### src/hdl/wsft_pkg.sv
package wsft_pkg;

	localparam int PAGE_W   = 8;
	localparam int WIN_W    = 9;
	localparam int FTOT_W   = 32;
	localparam int STOT_W   = 40;

	typedef logic [PAGE_W-1:0] page_t;
	typedef logic [WIN_W-1:0]  win_t;
	typedef logic [FTOT_W-1:0] ftot_t;
	typedef logic [STOT_W-1:0] stot_t;

	// Data handed from one cell to the next older one on every transfer.
	typedef struct packed {
		page_t page;
		logic  valid;
		logic  dup;
	} cell_link_t;

	// Broadcast from the top level to every cell.
	typedef struct packed {
		page_t pg;
		logic  shift;
		logic  restart;
		logic  load;
		win_t  win;
	} cell_ctrl_t;

	// What each cell reports back for the current reference.
	typedef struct packed {
		logic hit_win;
		logic hit_rem;
		logic drop;
	} cell_stat_t;

endpackage

### src/hdl/wsft_cell.sv
module wsft_cell #(
	parameter int IDX = 0
) (
	input  logic                 clk,
	input  logic                 arst_n,
	input  wsft_pkg::cell_ctrl_t ctrl,
	input  wsft_pkg::cell_link_t lnk_in,
	output wsft_pkg::cell_link_t lnk_out,
	output wsft_pkg::cell_stat_t stat
);
	import wsft_pkg::*;

	page_t page_q;
	logic  valid_q;
	logic  dup_q;
	logic  in_win_q;
	logic  in_rem_q;
	logic  tail_q;
	logic  match;

	assign match = valid_q && (page_q == ctrl.pg) && !ctrl.restart;

	// A newer reference to the same page marks this entry as a duplicate as it moves on.
	assign lnk_out.page  = page_q;
	assign lnk_out.valid = valid_q;
	assign lnk_out.dup   = dup_q || match;

	assign stat.hit_win = match && in_win_q;
	assign stat.hit_rem = match && in_rem_q;
	assign stat.drop    = tail_q && valid_q && !dup_q && !ctrl.restart;

	always_ff @(posedge clk or negedge arst_n) begin
		if (!arst_n) begin
			valid_q  <= 1'b0;
			dup_q    <= 1'b0;
			in_win_q <= (IDX < 1);
			in_rem_q <= 1'b0;
			tail_q   <= (IDX == 0);
		end else if (ctrl.load) begin
			valid_q  <= 1'b0;
			dup_q    <= 1'b0;
			in_win_q <= (IDX < int'(ctrl.win));
			in_rem_q <= (IDX + 1 < int'(ctrl.win));
			tail_q   <= (IDX + 1 == int'(ctrl.win));
		end else if (ctrl.shift) begin
			// The first cell always keeps the new reference, even when it starts a new run.
			valid_q <= lnk_in.valid && (!ctrl.restart || (IDX == 0));
			dup_q   <= lnk_in.dup;
		end
	end

	always_ff @(posedge clk) begin
		if (ctrl.shift) begin
			page_q <= lnk_in.page;
		end
	end

endmodule

### config.mk
export PLATFORM = sky130hd
export DESIGN_NAME = wsft_cell
export DESIGN_NICKNAME = d
export VERILOG_FILES = /design/src/hdl/wsft_pkg.sv /design/src/hdl/wsft_cell.sv
export SDC_FILE = /design/constraint.sdc
export NUM_CORES = 1
export LEC_CHECK = 0
export BUFFER_PORTS_ARGS = -buffer_cell sky130_fd_sc_hd__buf_2
export CORE_MARGIN = 2
export CORE_UTILIZATION = 30
export DETAILED_ROUTE_END_ITERATION = 7
export PLACE_DENSITY = 0.73
export REMOVE_ABC_BUFFERS = 1
export SYNTH_ARGS = -nofsm -noshare
export SYNTH_HDL_FRONTEND = slang
export SYNTH_SLANG_ARGS = --single-unit
### constraint.sdc
create_clock -name clk -period 2.2 [get_ports clk]
set_input_delay 0.22 -clock clk [delete_from_list [all_inputs] [get_ports clk]]
set_output_delay 0.22 -clock clk [all_outputs]
set_load 0.1 [all_outputs]
# ---- After elaboration in Yosys (flattened, before gate mapping)
# Cells that the tools add are included.
# W data, S select, Z words.
dict set report word_totals {
  reg_bits 13
  out_inout_bits 13
}
dict set report classes {
  magnitude_cmp 2
  n_eq_ne 2
  muxes 4
  n_reduce_logical 11
}
# op n
set op_table {}
lappend op_table {{$lt A1 B9 Y1 const A} 2}
lappend op_table {{$eq A2 B9 Y1 const A} 1}
lappend op_table {{$eq A8 B8 Y1} 1}
lappend op_table {{$logic_and A1 B1 Y1} 7}
lappend op_table {{$mux W1} 4}
lappend op_table {{$logic_not A1 Y1} 2}
lappend op_table {{$reduce_bool A2 Y1} 1}
lappend op_table {{$logic_or A1 B1 Y1} 1}

# ---- Depth between registers and ports, before layout
dict set report depth {
  ltp_word 4
  mapped_depth 3
  depth_no_buf 3
}

# ---- Worst setup path after synthesis
# No wires, ideal clock.
dict set report synth_timing {
  path_kind {register to output}
  start {register page_q[4]}
  end {output stat[1] in the netlist's numbering}
  arrival_ps 4153
  setup_slack_ps -2173
  stages_incl_launch_ff 4
  path_cell_list {edfxtp_1 xnor2_1 nand2_1 nor4_1}
}
# element line
set synth_rtl {}
lappend synth_rtl {{from (decl)} wsft_cell.sv:13} ;# page_t page_q;
lappend synth_rtl {{from (signal assigned)} wsft_cell.sv:54} ;# page_q <= lnk_in.page;
lappend synth_rtl {{to (decl)} wsft_cell.sv:9} ;# output wsft_pkg::cell_stat_t stat

==> results by group <==
Power and ir drop
  • Leakage: 0.415 nW
  • Peak supply drop: 0.254 mV
  • Pwr dens: 697 nW/µm²

Yosys
  • Post-synthesis compound-gate area fraction: 5.11%
  • Post-Synthesis Cell Area: 588 µm²
  • Fraction of registers with async set/reset: 38.5%
  • Post-Synth Adder-Cell Area: 0%
  • Number of flops mapped to enable cells by yosys: 8
  • Post-Synth XOR/XNOR Area: 11.9%
  • Ys flop type: edfxtp_1
  • Synth top cells by count: edfxtp_1 (8), xnor2_1 (8), inv_1 (5)
  • Synth top area share: 40.9%
  • Synth area leader: edfxtp_1
  • Simple-gate share of the synthesized area: 12.6%
  • Synth Instances: 45
  • Sequential area share after synthesis: 62.6%
  • Avg Inst Size Synth: 13.1 µm²
  • Ranking of synthesized cells by area: edfxtp_1 (41%), dfrtp_1 (13%), xnor2_1 (12%)
  • Mux share of post-synthesis cell area: 3.40%
  • Main combinational cell family by area after synthesis: simple AND/OR/NAND/NOR gates
  • Seq cells post-synth: 13
  • Post-synthesis cell type count: 21
  • Synth warn: 0

Status
  • Run status: finished, final reports clean

CTS
  • CTS Root Cell: clkbuf_4
  • Worst-skew pair later-pin latency: 260 ps
  • Clk slew on worst S/H paths: 80 ps
  • CTS Buffer Depth: 2
  • CTS Buf Count: 3
  • Clk sinks: 13
  • CTS tree: yes
  • Htree depth: 1
  • CTS resizes: 0

Timing
  • Final period utilization: 86.8%
  • Final setup fails: 0
  • Hold_ws: 125 ps
  • Slew Limit Fails: 0
  • Final hold violations: 0
  • FMAX: 0.524 GHz
  • Post-route minimum period: 1910 ps
  • RSZ-0062 raised after global routing: false
  • Slew HR: 67.4%
  • Setup Skew: 0 ps
  • Slew @ Worst Pin: 492 ps

Routing
  • Wire length on met2: 619 µm
  • Final wirelength: 1340 µm
  • Remaining antenna violation count after routing: 0
  • DRC errors left: 0
  • Via count: 515
  • Uppermost routed layer: met4
  • WL per Instance: 11.1 µm
  • DR iter-0 viols: 1
  • First drt pass iteration count: 3
  • WL met1: 546 µm
  • Metal3 WL: 139 µm
  • Vias/cell: 4.29

Die
  • Die Area: 2330 µm²
  • Die Ht: 48.3 µm
  • Core box area: 1900 µm²
  • Initial Util: 30.9%
  • Ports: 45
  • Num rows: 16
  • Die extent in x: 48.3 µm

Finish
  • Utilization after layout: 45.8%
  • Antenna Diode Count: 0
  • Layout cell share with drive strength beyond 1: 53.8%
  • Layout Area Growth over Synthesis: 48.1%
  • Layout Nets: 126

Critical path
  • CP max FO: 3
  • CP startpoint kind: flop
  • Crit end category: output port
  • Data arrival, critical path: 1690 ps
  • WP data required: 1980 ps
  • Type of the worst setup path: reg2out

GRT
  • Largest net degree at the start of global routing: 11
  • Overall Global Routing Usage: 11.1%
  • Vias in the first global route: 445
  • First-pass GRT wire length: 1700 µm
  • GRT overflow: 0
  • Antenna violations before repair: 0

Job
  • Max cap viols: 0

Placed design
  • Post-DP HPWL: 1130 µm
  • I/O Buffers: 44
  • Final Wtd Congestion: 0.592

Min path
  • HP Class: in2reg
report_power, final:
part / internal, mW / switching (mW) / total, mW / leakage (nW)
Sequential: 0.276 / 0.00879 / 0.285 / 0.134
Clock: 0.0701 / 0.0720 / 0.142 / 0.0150
Combinational: 0.0465 / 0.134 / 0.180 / 0.265
kinds of logic after synthesis:
logic type,count (synthesis)
xor+xnor,8
simple gates,12
flops,13
mux,2
compound gates,4
buf+inv,6
repair_timing:
item | in CTS | in global routing
endpoints found under the hold margin | 5 | 0
buffers inserted | 0 | 0
hold buffers | 1 | 0
metrics by stage:
step / std cells / worst slack [ps] / cell area [µm²] / setup TNS, ps / total power, mW
6_report: 120 / 291 / 871 / 0 / 0.607
5_1_grt: 120 / 182 / 871 / 0 / 0.628
4_1_cts: 120 / 272 / 871 / 0 / 0.612
3_5_place_dp: 115 / 567 / 835 / 0 / 0.470
3_3_place_gp: 115 / 602 / 835 / 0 / 0.465
2_1_floorplan: 44 / -2170 / 581 / -5920 / 0.417
worst paths after layout:
| path | start | endpoint | slack, ps | cells after the start |
|---|---|---|---|---|
| hold reg to reg | in_rem_q | in_rem_q | 490 | 1 |
| min in group asynchronous | arst_n | dup_q | 290 | 2 |
| max in group asynchronous | arst_n | tail_q | 1700 | 2 |
| hold / removal | lnk_in[4] | page_q[2] | 120 | 1 |
| setup reg to reg | tail_q | tail_q | 1390 | 2 |
| setup / recovery | page_q[0] | lnk_out[0] | 290 | 4 |
final cells by class:
class                   instances  area, µm²
fillers                       184       1030
inverters                       5       18.8
well taps                      27       33.8
repair buffers                 45        230
clock buffers                   4       26.3
flip-flops and latches         13        368
multi-input cells              26        194
critical path, stage by stage (launching register included):
cell      delay [ps]
edfxtp_1         410
xnor2_1          150
nand4_1          180
o31ai_1          220
buf_2            460
flip-flops by register name, summed over array words and instances, names as in the netlist:
register,flops
in_win_q,1
dup_q,1
page_q,8
in_rem_q,1
tail_q,1
valid_q,1
metal layers:
metal | up-vias | GRT usage (%)
met4 | 0 | 9.19
met3 | 4 | 2.22
met5 | - | 0
met1 | 223 | 10.7
met2 | 33 | 20.0
li1 | 255 | -
cell usage in the layout, fill, tap and decap left out, types with 2 or more instances in the layout:
| cell | netlist | layout |
|---|---|---|
| edfxtp_1 | 8 | 8 |
| mux2i_1 | 2 | 2 |
| dfstp_2 | 2 | 2 |
| nor4_1 | 2 | 2 |
| nor2_1 | 2 | 2 |
| clkbuf_4 | 0 | 3 |
| buf_2 | 0 | 44 |
| dfrtp_1 | 3 | 3 |
| inv_1 | 5 | 5 |
| xnor2_1 | 8 | 8 |
Power figures use the tool's default switching activity.
